<file path="src/rtl/core/drk_pkg.sv">
// ----------------------------------------------------------------------------
// DER RSA key parser package
// Shared types and codes for the byte-serial key parser.
// ----------------------------------------------------------------------------
`default_nettype none

package drk_pkg;

  localparam logic [7:0] TagSequence = 8'h30;
  localparam logic [7:0] TagInteger  = 8'h02;
  localparam logic [7:0] LenLong1    = 8'h81;
  localparam logic [7:0] LenLong2    = 8'h82;
  localparam logic [7:0] VersionZero = 8'h00;

  localparam logic [3:0] LastIdxPriv = 4'd8;
  localparam logic [3:0] LastIdxPub  = 4'd1;

  localparam logic KindPrivate = 1'b0;
  localparam logic KindPublic  = 1'b1;

  typedef enum logic [2:0] {
    ST_FOUND     = 3'd0,
    ST_NO_SEQ    = 3'd1,
    ST_BAD_OUTER = 3'd2,
    ST_WRONG_TAG = 3'd3,
    ST_BAD_VER   = 3'd4,
    ST_TRUNC     = 3'd5,
    ST_EMPTY_MOD = 3'd6,
    ST_TOO_LONG  = 3'd7
  } status_e;

  typedef struct packed {
    logic [7:0] key_byte;
    logic       first_byte;
    logic       last_byte;
  } item_t;

  typedef struct packed {
    logic [15:0] value_length;
    logic [15:0] value_offset;
    logic [2:0]  component;
    status_e     status;
    logic        final_res;
  } res_t;

  typedef struct packed {
    logic valid;
    res_t res;
  } res_pkt_t;

endpackage

`default_nettype wire

</file>
<file path="src/rtl/core/drk_in_stage.sv">
// ----------------------------------------------------------------------------
// DER RSA key parser input stage
// Registers one key byte transfer and holds it until the parser takes it.
// ----------------------------------------------------------------------------
`default_nettype none

module drk_in_stage
  import drk_pkg::*;
(
  input  wire logic  clk_i,
  input  wire logic  rst_ni,
  input  wire logic  valid_i,
  output logic       ready_o,
  input  wire item_t item_i,
  input  wire logic  advance_i,
  output logic       valid_o,
  output item_t      item_o
);

  logic  vld_q, vld_d;
  item_t item_q;

  assign ready_o = !vld_q || advance_i;
  assign vld_d   = (valid_i && ready_o) ? 1'b1 : (advance_i ? 1'b0 : vld_q);

  always_ff @(posedge clk_i or negedge rst_ni) begin
    if (!rst_ni) begin
      vld_q <= 1'b0;
    end else begin
      vld_q <= vld_d;
    end
  end

  always_ff @(posedge clk_i) begin
    if (valid_i && ready_o) begin
      item_q <= item_i;
    end
  end

  assign valid_o = vld_q;
  assign item_o  = item_q;

endmodule

`default_nettype wire

</file>
<file path="src/rtl/core/drk_parser.sv">
// ----------------------------------------------------------------------------
// DER RSA key parser core
// Per-byte header walk: sequence search, element headers, value counting.
// ----------------------------------------------------------------------------
`default_nettype none

module drk_parser
  import drk_pkg::*;
#(
  parameter int TAG_SEARCH_BYTES = 8,
  parameter int OFFSET_BITS      = 16
) (
  input  wire logic  clk_i,
  input  wire logic  rst_ni,
  input  wire logic  cfg_we_i,
  input  wire logic  cfg_wdata_i,
  input  wire logic  step_i,
  input  wire item_t item_i,
  output res_pkt_t   pkt_o
);

  localparam int PosW = OFFSET_BITS + 1;
  localparam logic [PosW-1:0] SeekLast = PosW'(TAG_SEARCH_BYTES - 1);

  localparam logic [2:0] PhSeek      = 3'd0;
  localparam logic [2:0] PhOuterLen  = 3'd1;
  localparam logic [2:0] PhOuterSkip = 3'd2;
  localparam logic [2:0] PhTag       = 3'd3;
  localparam logic [2:0] PhLen       = 3'd4;
  localparam logic [2:0] PhLenExt    = 3'd5;
  localparam logic [2:0] PhValue     = 3'd6;

  logic            kind_q;
  logic [2:0]      phase_q, phase_d, e_phase;
  logic [PosW-1:0] pos_q, pos_d, e_pos, pos_inc;
  logic [3:0]      fi_q, fi_d, e_fi;
  logic [15:0]     acc_q, acc_d, e_acc;
  logic [15:0]     rem_q, rem_d, e_rem, rem_dec;
  logic [PosW-1:0] vs_q, vs_d, e_vs;
  logic            fin_q, fin_d, e_fin;

  logic            is_ver, hdr_go, fld_go, fail_go, pub_n, last_fld;
  logic [15:0]     hdr_len, fld_len, ext_acc;
  logic [PosW-1:0] fld_start;
  status_e         fail_st;
  res_pkt_t        pkt;

  function automatic logic [15:0] low16(input logic [PosW-1:0] p);
    logic [PosW+15:0] t;
    t = {16'b0, p};
    return t[15:0];
  endfunction

  always_comb begin
    if (item_i.first_byte) begin
      e_phase = PhSeek;
      e_pos   = '0;
      e_fi    = '0;
      e_acc   = '0;
      e_rem   = '0;
      e_vs    = '0;
      e_fin   = 1'b0;
    end else begin
      e_phase = phase_q;
      e_pos   = pos_q;
      e_fi    = fi_q;
      e_acc   = acc_q;
      e_rem   = rem_q;
      e_vs    = vs_q;
      e_fin   = fin_q;
    end
  end

  assign pos_inc = e_pos + PosW'(1);
  assign rem_dec = e_rem - 16'd1;
  assign ext_acc = {e_acc[7:0], item_i.key_byte};
  assign is_ver  = (kind_q == KindPrivate) && (e_fi == 4'd0);

  always_comb begin
    phase_d   = e_phase;
    pos_d     = e_pos;
    fi_d      = e_fi;
    acc_d     = e_acc;
    rem_d     = e_rem;
    vs_d      = e_vs;
    fin_d     = e_fin;
    hdr_go    = 1'b0;
    hdr_len   = '0;
    fld_go    = 1'b0;
    fld_start = e_vs;
    fld_len   = e_acc;
    fail_go   = 1'b0;
    fail_st   = ST_FOUND;
    pub_n     = 1'b0;
    last_fld  = 1'b0;
    pkt       = '0;
    if (!e_fin) begin
      if (e_pos[OFFSET_BITS]) begin
        fail_go = 1'b1;
        fail_st = ST_TOO_LONG;
      end else begin
        pos_d = pos_inc;
        unique case (e_phase)
          PhSeek: begin
            if (item_i.key_byte == TagSequence) begin
              phase_d = PhOuterLen;
            end else if (e_pos >= SeekLast) begin
              fail_go = 1'b1;
              fail_st = ST_NO_SEQ;
            end
          end
          PhOuterLen: begin
            if (item_i.key_byte == LenLong2) begin
              rem_d   = 16'd2;
              phase_d = PhOuterSkip;
            end else if (item_i.key_byte == LenLong1) begin
              rem_d   = 16'd1;
              phase_d = PhOuterSkip;
            end else begin
              fail_go = 1'b1;
              fail_st = ST_BAD_OUTER;
            end
          end
          PhOuterSkip: begin
            rem_d = rem_dec;
            if (rem_dec == 16'd0) begin
              phase_d = PhTag;
            end
          end
          PhTag: begin
            if (item_i.key_byte == TagInteger) begin
              phase_d = PhLen;
            end else begin
              fail_go = 1'b1;
              fail_st = ST_WRONG_TAG;
            end
          end
          PhLen: begin
            if (item_i.key_byte == LenLong2 || item_i.key_byte == LenLong1) begin
              rem_d   = (item_i.key_byte == LenLong2) ? 16'd2 : 16'd1;
              acc_d   = '0;
              phase_d = PhLenExt;
            end else begin
              hdr_go  = 1'b1;
              hdr_len = {8'b0, item_i.key_byte};
            end
          end
          PhLenExt: begin
            acc_d = ext_acc;
            rem_d = rem_dec;
            if (rem_dec == 16'd0) begin
              hdr_go  = 1'b1;
              hdr_len = ext_acc;
            end
          end
          default: begin
            if (is_ver && item_i.key_byte != VersionZero) begin
              fail_go = 1'b1;
              fail_st = ST_BAD_VER;
            end else begin
              rem_d = rem_dec;
              if (rem_dec == 16'd0) begin
                fld_go = 1'b1;
              end
            end
          end
        endcase
      end

      if (hdr_go) begin
        acc_d = hdr_len;
        rem_d = hdr_len;
        vs_d  = pos_inc;
        priority if (is_ver && hdr_len != 16'd1) begin
          fail_go = 1'b1;
          fail_st = ST_BAD_VER;
        end else if (kind_q == KindPublic && e_fi == 4'd0 && hdr_len == 16'd0) begin
          fail_go = 1'b1;
          fail_st = ST_EMPTY_MOD;
        end else if (hdr_len == 16'd0) begin
          fld_go    = 1'b1;
          fld_start = pos_inc;
          fld_len   = hdr_len;
        end else begin
          phase_d = PhValue;
        end
      end

      if (fld_go) begin
        phase_d = PhTag;
        if (is_ver) begin
          fi_d = 4'd1;
        end else begin
          pub_n    = (kind_q == KindPublic) && (e_fi == 4'd0);
          last_fld = (e_fi == ((kind_q == KindPublic) ? LastIdxPub : LastIdxPriv));
          fi_d     = e_fi + 4'd1;
          fin_d    = last_fld;
          pkt.valid            = 1'b1;
          pkt.res.status       = ST_FOUND;
          pkt.res.component    = (kind_q == KindPublic) ? e_fi[2:0] : e_fi[2:0] - 3'd1;
          pkt.res.value_offset = low16(fld_start) + {15'b0, pub_n};
          pkt.res.value_length = fld_len - {15'b0, pub_n};
          pkt.res.final_res    = last_fld;
        end
      end

      if (fail_go) begin
        fin_d = 1'b1;
        pkt   = '0;
        pkt.valid            = 1'b1;
        pkt.res.status       = fail_st;
        pkt.res.value_offset = low16(e_pos);
        pkt.res.final_res    = 1'b1;
      end

      if (item_i.last_byte && !fin_d) begin
        fin_d = 1'b1;
        pkt   = '0;
        pkt.valid            = 1'b1;
        pkt.res.status       = ST_TRUNC;
        pkt.res.value_offset = low16(e_pos);
        pkt.res.final_res    = 1'b1;
      end
    end
  end

  always_ff @(posedge clk_i or negedge rst_ni) begin
    if (!rst_ni) begin
      kind_q <= KindPrivate;
    end else if (cfg_we_i) begin
      kind_q <= cfg_wdata_i;
    end
  end

  always_ff @(posedge clk_i or negedge rst_ni) begin
    if (!rst_ni) begin
      phase_q <= PhSeek;
      pos_q   <= '0;
      fi_q    <= '0;
      acc_q   <= '0;
      rem_q   <= '0;
      vs_q    <= '0;
      fin_q   <= 1'b0;
    end else if (step_i) begin
      phase_q <= phase_d;
      pos_q   <= pos_d;
      fi_q    <= fi_d;
      acc_q   <= acc_d;
      rem_q   <= rem_d;
      vs_q    <= vs_d;
      fin_q   <= fin_d;
    end
  end

  assign pkt_o = pkt;

endmodule

`default_nettype wire

</file>
<file path="src/rtl/core/drk_out_stage.sv">
// ----------------------------------------------------------------------------
// DER RSA key parser output stage
// Holds one result until the downstream side takes the transfer.
// ----------------------------------------------------------------------------
`default_nettype none

module drk_out_stage
  import drk_pkg::*;
(
  input  wire logic     clk_i,
  input  wire logic     rst_ni,
  input  wire logic     load_i,
  input  wire res_pkt_t pkt_i,
  input  wire logic     ready_i,
  output logic          valid_o,
  output res_t          res_o
);

  logic vld_q, vld_d;
  res_t res_q;

  assign vld_d = load_i ? pkt_i.valid : (ready_i ? 1'b0 : vld_q);

  always_ff @(posedge clk_i or negedge rst_ni) begin
    if (!rst_ni) begin
      vld_q <= 1'b0;
    end else begin
      vld_q <= vld_d;
    end
  end

  always_ff @(posedge clk_i) begin
    if (load_i && pkt_i.valid) begin
      res_q <= pkt_i.res;
    end
  end

  assign valid_o = vld_q;
  assign res_o   = res_q;

endmodule

`default_nettype wire

</file>
<file path="src/rtl/core/der_rsa_key_parser.sv">
// ----------------------------------------------------------------------------
// DER RSA key parser
// Byte-serial walk of a DER RSA key that reports each INTEGER field but the private-key version.
// ----------------------------------------------------------------------------
// One key byte is taken per clock cycle unless a result waits on
// m_axis_tready_i. A byte passes through an input register, a combinational
// header and length update, and a result register, the only thing that can
// hold the stream back: while a result waits, one more byte is still taken
// into the input register if it is empty. Errors end the key; further bytes
// are dropped until a byte with tuser set starts a new key. The user must
// write key_kind only while idle; the block itself does not enforce this.
`default_nettype none

module der_rsa_key_parser
  import drk_pkg::*;
#(
  parameter int TAG_SEARCH_BYTES = 8,
  parameter int OFFSET_BITS      = 16
) (
  input  wire logic        clk_i,
  input  wire logic        rst_ni,
  input  wire logic        cfg_we_i,
  input  wire logic        cfg_wdata_i,      // key_kind
  input  wire logic        s_axis_tvalid_i,
  output logic             s_axis_tready_o,
  input  wire logic [7:0]  s_axis_tdata_i,   // key_byte
  input  wire logic        s_axis_tuser_i,   // first_byte
  input  wire logic        s_axis_tlast_i,   // last_byte
  output logic             m_axis_tvalid_o,
  input  wire logic        m_axis_tready_i,
  output logic [39:0]      m_axis_tdata_o,   // status, component, value_offset,
                                             // value_length, zero fill
  output logic             m_axis_tlast_o    // final_res
);

  item_t    in_item, st_item;
  logic     st_vld, advance;
  res_pkt_t pkt;
  res_t     out_res;

  assign in_item.key_byte   = s_axis_tdata_i;
  assign in_item.first_byte = s_axis_tuser_i;
  assign in_item.last_byte  = s_axis_tlast_i;

  assign advance = st_vld && (!m_axis_tvalid_o || m_axis_tready_i);

  drk_in_stage u_in (
    .clk_i     (clk_i),
    .rst_ni    (rst_ni),
    .valid_i   (s_axis_tvalid_i),
    .ready_o   (s_axis_tready_o),
    .item_i    (in_item),
    .advance_i (advance),
    .valid_o   (st_vld),
    .item_o    (st_item)
  );

  drk_parser #(
    .TAG_SEARCH_BYTES (TAG_SEARCH_BYTES),
    .OFFSET_BITS      (OFFSET_BITS)
  ) u_parser (
    .clk_i       (clk_i),
    .rst_ni      (rst_ni),
    .cfg_we_i    (cfg_we_i),
    .cfg_wdata_i (cfg_wdata_i),
    .step_i      (advance),
    .item_i      (st_item),
    .pkt_o       (pkt)
  );

  drk_out_stage u_out (
    .clk_i   (clk_i),
    .rst_ni  (rst_ni),
    .load_i  (advance),
    .pkt_i   (pkt),
    .ready_i (m_axis_tready_i),
    .valid_o (m_axis_tvalid_o),
    .res_o   (out_res)
  );

  assign m_axis_tdata_o = {2'b00, out_res.value_length, out_res.value_offset,
                           out_res.component, out_res.status};
  assign m_axis_tlast_o = out_res.final_res;

  a_no_take_when_full: assert property (@(posedge clk_i) disable iff (!rst_ni)
    st_vld && m_axis_tvalid_o && !m_axis_tready_i |-> !s_axis_tready_o)
    else $error("byte taken while both stages are full");

  a_held_byte_kept: assert property (@(posedge clk_i) disable iff (!rst_ni)
    st_vld && !advance |=> st_vld && $stable(st_item))
    else $error("stalled byte lost");

  a_error_is_final: assert property (@(posedge clk_i) disable iff (!rst_ni)
    m_axis_tvalid_o && out_res.status != ST_FOUND |->
      m_axis_tlast_o && out_res.value_length == 16'd0 && out_res.component == 3'd0)
    else $error("error result not final or carries field data");

  a_result_from_step: assert property (@(posedge clk_i) disable iff (!rst_ni)
    !$past(m_axis_tvalid_o) && m_axis_tvalid_o |-> $past(advance))
    else $error("result appeared without a parser step");

endmodule

`default_nettype wire
</file>
<file path="config.mk">
export PLATFORM = sky130hd
export DESIGN_NAME = der_rsa_key_parser
export DESIGN_NICKNAME = d
export VERILOG_FILES = /design/src/rtl/core/drk_pkg.sv /design/src/rtl/core/drk_in_stage.sv /design/src/rtl/core/drk_parser.sv /design/src/rtl/core/drk_out_stage.sv /design/src/rtl/core/der_rsa_key_parser.sv
export SDC_FILE = /design/constraint.sdc
export NUM_CORES = 1
export LEC_CHECK = 0
export BUFFER_PORTS_ARGS = -buffer_cell sky130_fd_sc_hd__buf_2
export CELL_PAD_IN_SITES_DETAIL_PLACEMENT = 1
export CELL_PAD_IN_SITES_GLOBAL_PLACEMENT = 1
export CORE_MARGIN = 5
export CORE_UTILIZATION = 35
export DETAILED_ROUTE_END_ITERATION = 10
export PLACE_DENSITY_LB_ADDON = 0.2
export SYNTH_ARGS = -nofsm -noshare
export SYNTH_HDL_FRONTEND = slang
export SYNTH_SLANG_ARGS = --single-unit
</file>
<file path="constraint.sdc">
create_clock -name clk_i -period 6.7 [get_ports clk_i]
set_input_delay 0.67 -clock clk_i [delete_from_list [all_inputs] [get_ports clk_i]]
set_output_delay 0.67 -clock clk_i [all_outputs]
set_load 0.02 [all_outputs]
</file>
# == Word-level counts from Yosys, hierarchy flattened ==
# Index checks and enable logic that the tools add are counted.
# totals
register_bits,126
input_bits,16
out_inout_bits,43
elab_cells,177
# classes
n_addsub,6
order_cmp,1
eq_ne,11
n_mux,110
bitwise,2
reduce_logical,28
# op_table
operator,count
$mux W16,26
$mux W40,5
$mux W17,6
$mux W3,22
$pmux W16 S2,2
$pmux W16 S4,1
$mux W1,35
$logic_not A16 Y1,2
$mux W4,5
$add A17 B1 Y17 const B,1
$ge A17 B3 Y1 const B,1
$add A16 B1 Y16,1
$eq A8 B8 Y1 const B,2
$ne A16 B1 Y1 const B,1
$sub A16 B1 Y16,1
$sub A16 B1 Y16 const B,1
$pmux W3 S5,1
$pmux W3 S4,1
$logic_and A1 B1 Y1,9
$eq A8 B2 Y1 const B,1
$eq A8 B6 Y1 const B,1
$mux W8,1
$reduce_bool A8 Y1,1
$eq A3 B2 Y1 const B,2
18 further kinds,29

# == Logic depth before layout (Yosys ltp) ==
# Gate-level depths: netlist (run 1).
# logic_depth
ltp_word,21
mapped_depth,23

# == Hierarchy ==
# From an unflattened synthesis (run 1), not the netlist that was laid out.
# unflattened
cells_unflattened,991
area_unflattened_um2,8479.4
# modules_own_cells
module,n_inst,cells_each,area_each_um2,seq_area_each_um2
drk_parser,1,929,6876.6,1851.8
drk_out_stage,1,43,1218.7,1196.1
drk_in_stage,1,14,354.1,325.3
der_rsa_key_parser,1,5,30.0,0.0

# == Worst setup path after synthesis (run 1) ==
# OpenSTA, ideal clock, no wires.
# synth_path
path_type,flip-flop to flip-flop
from,register u_in.item_q (netlist bit u_in.item_o[1])
to,register u_out.res_q (netlist bit u_out.res_o[0]) (enable)
arrival_ns,4.878
t_required_ns,6.265
path_slack_ns,1.387
path_stages_with_launch,16
cell_sequence,edfxtp_1 > buf_2 > inv_1 > clkbuf_1 > clkbuf_1 > clkbuf_1 > buf_1 > nand2_1 > ha_1 > a311oi_1 > nand3_1 > a21oi_1 > nand4_1 > nand2_1 > nor3_1 > nor2_1
# synth_between
elab_chain_cells,21
word_cells_on_any_way,63
classes_between,1 x add/sub; 1 x order compare; 7 x eq/ne; 40 x mux; 14 x reduce/logical
# synth_rtl
item,line_no,text
"start, declared",drk_in_stage.sv:21,item_t item_q;
"start signal, assigned",drk_in_stage.sv:36,item_q <= item_i;
$mux W16,drk_parser.sv:55,if (item_i.first_byte) begin
$sub A16 B1 Y16,drk_parser.sv:75,assign rem_dec = e_rem - 16'd1;
$logic_not A16 Y1,"drk_parser.sv:151, drk_parser.sv:162",
$mux W16,drk_parser.sv:151,if (rem_dec == 16'd0) begin
$pmux W16 S2,drk_parser.sv:103,unique case (e_phase)
$mux W16,drk_parser.sv:98,if (e_pos[OFFSET_BITS]) begin
$mux W16,drk_parser.sv:97,if (!e_fin) begin
$logic_not A16 Y1,"drk_parser.sv:177, drk_parser.sv:180",
[5 not listed],--,
$mux W1,drk_parser.sv:189,if (fld_go) begin
$mux W1,drk_parser.sv:207,if (fail_go) begin
$mux W1,drk_parser.sv:97,
$logic_not A1 Y1,drk_parser.sv:216,if (item_i.last_byte && !fin_d) begin
$logic_and A1 B1 Y1,drk_parser.sv:216,
$mux W40,drk_parser.sv:216,
$mux W40 (*),drk_parser.sv:97,
$logic_and A1 B1 Y1 (*),drk_out_stage.sv:33,if (load_i && pkt_i.valid) begin
"end signal, assigned",drk_out_stage.sv:34,res_q <= pkt_i.res;
"end, declared",drk_out_stage.sv:20,res_t res_q;
# Mark *: on every way between the ends. The rest lies on a longest branch, timed or not. The select of a mux whose other input is x is not followed.
# A chain may end at the register's enable or synchronous reset.

# == Worst setup path in the final report (run 1) ==
# layout_path
from,register u_in.item_q (netlist bit u_in.item_o[1])
to,register u_out.res_q (netlist bit u_out.res_o[21]) (data pin)
# layout_between
elab_chain_cells,19
word_cells_on_any_way,69
classes_between,3 x add/sub; 1 x order compare; 7 x eq/ne; 45 x mux; 13 x reduce/logical
# layout_rtl
item
branches (longest 19 deep; another with $sub A16 B1 Y16)
# Parallel ways; which one is timed is not known. The select of a mux whose other input is x is not followed.

==> flow_summary.ini, run 1 <==
[clock_network]
cts_inserted_buffers = 17
gates_resized_cts_repair = 0
cts_tree = built
path_clk_slew_ns = 0.06
cts_hold_repair.buffers = 0
cts_buffer_depth = 2
clock_sinks = 125
clock_tree.root_cell = clkbuf_16
insertion_delay_ns = 0.43
post_cts.repair.setup_buffers = 0
cts_max_level = 4

[floorplan]
design.core.area_um2 = 24300
io_pins = 59
die_y_um = 167
dieWidth_um = 167
fp.dieArea_um2 = 27900
row_count = 57
initial_core_util_pct = 35.5

[sta]
relSlewSlack_pct = 25.3
final_worst_path_period_need_ns = 5.61
slew_violations = 0
finalHoldViolCount = 0
layout_worst_path_cycle_share_pct = 83.8
unrepaired_setup_endpoints_after_global_routing = no
worst_pin_slew_ns = 1.11
finalSetupTns_ns = 0
setup_viol_count_final = 0
fin_skew_ns = 0.0153
achievable-frequency_ghz = 0.178

[placement]
place_congestion = 0.887
place.port_buffers = 56
place.detailed.hpwl_um = 21600

[final_layout]
layout.cells.most_common = nand2_1
final_cell_mix = 92 x nand2_1, 81 x nor2_1, 76 x dfrtp_1
drive_above_1_share_pct = 14.2
final_stage_net_count = 1039
postLayoutCoreUtil_pct = 40.3
num_antenna_cells = 0
synthToLayoutAreaGrowth_pct = 13.3

[route]
drt-total-wl_um = 30600
route.detailed.vias_per_inst = 6.03
detailed_route_drc_error_count = 0
antenna_violating_nets_post_route = 0
drt_iter0_drc = 637
average_wire_per_cell_in_the_routed_design_um = 22.6
firstDrtPassIters = 5
detailroute.via_count = 8134

[critical_path]
worst-endpoint-required_ns = 6.88
crit_path_max_fanout = 31
data_arrival_time_of_the_critical_path_ns = 5.79
worst_setup_endpoint = u_out.res_o[21]
reg2reg_slack_ns = 1.09
endpoint_kind = flip-flop
critPathLaunchType = flip-flop
setup.worst_path.class = flip-flop to flip-flop
setup.worst_path.start = u_in.item_o[1]
reg2reg_depth = 17
critical_path.reg2reg.endpoint = u_out.res_o[21]
reg2reg_from = u_in.item_o[1]

[logic_synthesis]
post_synth_edffs = 49
yosys.area.top_type_share_pct = 22.0
post_synthesis_cell_count = 989
ys.flop_type = dfrtp_1
syn-cell-area_um2 = 8640
synth.avg_cell_area_um2 = 8.74
ys_async_rst_share_pct = 60.8
synth.lib_cells_used.distinct = 82
synth.yosys.seq_area_share_pct = 39.0
yosys_warnings = 0
ys_ff_latch = 125
post-synth-top-area-cell = dfrtp_1
synth.area.top_cells = dfrtp_1 22%, edfxtp_1 17%, a21oi_1 4.1%

[power_and_ir_drop]
vdd.ir_drop.worst_mv = 0.126
power_per_cell_area_nw_per_um2 = 255
p_leak_nw = 3.92

[grt]
grt_max_degree = 48
grt_usage_pct = 21.6
first_global_vias = 8119
grt_first_pass_wirelength_um = 48300
globalRoute.totalOverflow = 0
number_of_antenna_violations_at_the_first_check_in_global_routing = 0

[min_path]
min_path_type = input port to async pin

[job]
max_cap_viols = 0

[status]
outcome = finished, final reports clean
## cell type report
class                      count  area (µm²)
fill                        2813       14500
clock inverter                11         128
inverter                      20        75.1
tap                          324         405
clock buffer                  21         493
timing repair buffer          75         425
multi-input combinational    774        4890
sequential                   125        3370
## Yosys cell counts (all sizes together) (9+ instances only)
cell     n
clkbuf  50
a22o    32
nand3   45
o21ai   66
nand2   92
edfxtp  49
nand4   20
inv     20
a211oi   9
mux2i   13
ha      10
a31oi   11
and3    17
buf     21
nor4    19
or4     10
xor2    19
nand3b   9
nor2b   19
nor3    37
nand2b   9
nor2    84
xnor2   26
o31ai   15
o21a     9
mux2    15
a21oi   72
dfrtp   76
## flip-flops by register name (all words and copies together) (netlist names)
signal,flops
u_out.res_o,39
u_parser.pos_q,17
u_parser.acc_q,16
u_parser.rem_q,16
u_parser.vs_q,16
u_in.item_o,10
u_parser.fi_q,4
u_parser.phase_q,3
u_in.valid_o,1
u_out.valid_o,1
u_parser.fin_q,1
u_parser.kind_q,1
## power breakdown
group	internal (W)	leakage [nW]	switching [W]
Clock	0.000605	0.297	0.000381
Combinational	0.000175	2.11	0.000380
Sequential	0.000874	1.51	0.0000792
## cells by family (layout without fill, tap and decap cells)
group | after synthesis | after routing | share of synthesized area (%)
AOI/OAI and AO/OA | 292 | 292 | 22.9
xor gates and xnor gates | 45 | 45 | 4.56
adders and majority gates | 10 | 10 | 1.45
buffers and inverters | 91 | 127 | 4.46
DFF | 125 | 125 | 39.0
muxes | 28 | 28 | 3.50
other | 1 | 2 | 0.0434
and+or+nand+nor | 397 | 397 | 24.0
## layer usage
| metal | share of wire [%] | track usage, % | vias up |
|---|---|---|---|
| li1 | - | - | 3764 |
| met1 | 49 | 32.1 | 4114 |
| met2 | 45 | 33.3 | 229 |
| met3 | 5.1 | 3.30 | 27 |
| met4 | 1.3 | 5.19 | 0 |
| met5 | 0 | 0 | - |
## worst min path at each step
stage | end | depth (start not counted)
global route | u_parser.rem_q[2] | 1
CTS | u_parser.rem_q[2] | 1
global placement | u_parser.vs_q[0] | 2
floorplan | u_in.valid_o | 0
finish | u_parser.rem_q[2] | 1
detailed placement | u_parser.vs_q[15] | 1
## per-stage QoR
step | std cells | hold slack, ns | total power [W] | area, µm² | setup slack (ns)
floorplan | 990 | 0.374 | 0.00132 | 8650 | 1.39
global placement | 1318 | 0.499 | 0.00152 | 9170 | 1.44
detailed placement | 1318 | 0.517 | 0.00152 | 9170 | 1.19
CTS | 1350 | 0.205 | 0.00251 | 9790 | 1.17
global route | 1350 | 0.224 | 0.00261 | 9790 | 0.756
finish | 1350 | 0.188 | 0.00249 | 9790 | 1.09
## worst max-delay path: stages (launching register included)
cell and delay [ns]:
edfxtp_1 0.34, inv_1 0.22, nand2_1 0.23, ha_1 0.58
or4b_1 0.60, or4_1 0.56, nand3_2 0.13, and4_1 0.23
a31o_2 0.16, buf_4 0.33, mux2i_1 0.24, ha_1 0.31
ha_1 0.51, and3_1 0.26, nand4_1 0.12, xor2_1 0.14
o21ai_0 0.10, a32o_1 0.29
Note: power is estimated with default switching activity, not from simulation.
==> run 2: changes to the inputs <==
Clock period 6.7 ns to 5.4 ns, I/O delays scaled along.
==> run 2 against run 1 <==
Via count is 1.1% higher. Routed wire length increased by 2.2%. Power grew 22%. Non-clock buffer count rose by 12. Register-to-register slack worse by 0.57 ns. Sequential cell count is the same. First-iteration DRC count grew 26%. Sequential share of layout area decreased by 0.14 points. Global-route usage up 0.46 points.
==> flow_summary.ini, run 2 (synthesis results as in run 1) <==
[clock_network]
path_clk_slew_ns = 0.07
gates_resized_cts_repair = 0
cts_hold_repair.buffers = 0
insertion_delay_ns = 0.43
clock_sinks = 125
cts_inserted_buffers = 17
cts_tree = built
clock_tree.root_cell = clkbuf_16
cts_buffer_depth = 2
post_cts.repair.setup_buffers = 0
cts_max_level = 4

[route]
average_wire_per_cell_in_the_routed_design_um = 22.9
firstDrtPassIters = 5
drt-total-wl_um = 31200
detailroute.via_count = 8226
drt_iter0_drc = 804
antenna_violating_nets_post_route = 0
detailed_route_drc_error_count = 0
route.detailed.vias_per_inst = 6.04

[final_layout]
largest_register_ff_count = 39
synthToLayoutAreaGrowth_pct = 13.8
number_of_filler_cells_placed_in_the_layout = 2820
postLayoutCoreUtil_pct = 40.4
final_cell_mix = 92 x nand2_1, 81 x nor2_1, 76 x dfrtp_1
drive_above_1_share_pct = 15.1
num_antenna_cells = 0
layout.cells.most_common = nand2_1
final_stage_net_count = 1051
finish.cell_count_without_fillers = 1362

[sta]
finalHoldViolCount = 0
finalSetupTns_ns = 0
setup_viol_count_final = 0
fin_skew_ns = 0.00889
worst_pin_slew_ns = 1.10
layout_worst_path_cycle_share_pct = 90.5
achievable-frequency_ghz = 0.205
slew_violations = 0
relSlewSlack_pct = 26.0
unrepaired_setup_endpoints_after_global_routing = no
final_worst_path_period_need_ns = 4.89

[placement]
place_congestion = 0.894
place.port_buffers = 56
dp.cells = 1330
place.detailed.hpwl_um = 22400

[grt]
number_of_antenna_violations_at_the_first_check_in_global_routing = 0
grt_usage_pct = 22.1
grt_first_pass_wirelength_um = 49400
first_global_vias = 8320
globalRoute.totalOverflow = 0
grt_max_degree = 46

[critical_path]
critPathMostFrequentCell = ha_1
cp_bufs_invs = 1
endpoint_kind = flip-flop
setup.worst_path.class = flip-flop to flip-flop
reg2reg_from = u_in.item_o[1]
worst-endpoint-required_ns = 5.59
data_arrival_time_of_the_critical_path_ns = 5.08
crit_path_max_fanout = 13
critical_path_max_stage_delay_ns = 0.56
timing.critical_path.max_delay_family = simple AND/OR/NAND/NOR gates
path_cells = inv_1 -> nand2_1 -> ha_1 -> or4b_1 -> or4_1 -> nand3_2 -> and4_1 -> a31o_2 -> mux2i_1 -> ha_1 -> ha_1 -> and3_1 -> nand4_1 -> xor2_1 -> o21ai_0 -> a32o_1
critical-path-slowest-cell = or4b_1
setup.worst_path.start = u_in.item_o[1]
critPathLaunchType = flip-flop

[power_and_ir_drop]
vdd.ir_drop.worst_mv = 0.209
power_per_cell_area_nw_per_um2 = 309
p_leak_nw = 3.96

[status]
outcome = finished, final reports clean

[floorplan]
initial_core_util_pct = 35.5
row_count = 57
io_pins = 59
die_y_um = 167
dieWidth_um = 167
fp.dieArea_um2 = 27900
design.core.area_um2 = 24300

[min_path]
min_path_type = input port to async pin

[job]
max_cap_viols = 0
==> run 2: path summary, 6_finish.rpt <==
check / endpoint / slack, ns / cells past startpoint
hold reg to reg: u_parser.vs_q[4] / 0.53 / 1
min in group clk_i: u_in.item_o[5] / 0.28 / 1
hold / removal: u_parser.rem_q[1] / 0.09 / 1
max in group asynchronous: u_parser.pos_q[11] / 4.30 / 2
setup / recovery: u_out.res_o[21] / 0.51 / 16
setup reg to reg: u_out.res_o[21] / 0.51 / 16
==> run 2: area by class of cell <==
type	instances	area, µm²	area share [%]
clock buffers	17	425	4.33
repair buffers	87	515	5.24
clock inverters	15	146	1.49
well taps	324	405	4.12
flip-flops and latches	125	3370	34.3
inverters	20	75.1	0.763
multi-input cells	774	4890	49.8
==> run 2: where the power goes <==
part	switching, W	internal (W)	total, W
logic	0.000478	0.000221	0.000699
registers	0.0000934	0.00108	0.00118
clock network	0.000482	0.000677	0.00116
total	0.00105	0.00198	0.00304
==> run 2: per-stage QoR <==
stage / worst slack, ns / cell area [µm²] / power [W] / hold slack, ns
after CTS: 0.554 / 9840 / 0.00305 / 0.0960
after global routing: 0.240 / 9840 / 0.00317 / 0.113
after detailed placement: 0.597 / 9260 / 0.00189 / 0.508
final: 0.513 / 9840 / 0.00304 / 0.0887
after global placement: 0.816 / 9260 / 0.00188 / 0.499
after floorplan: 0.0872 / 8650 / 0.00164 / 0.244
==> run 2: per-layer routing <==
| metal | vias up | global-route usage, % | part of all wire, % |
|---|---|---|---|
| li1 | 3792 | - | - |
| met3 | 39 | 2.85 | 5.5 |
| met5 | - | 0 | 0 |
| met1 | 4136 | 33.1 | 49 |
| met4 | 0 | 5.61 | 1.2 |
| met2 | 259 | 33.9 | 45 |
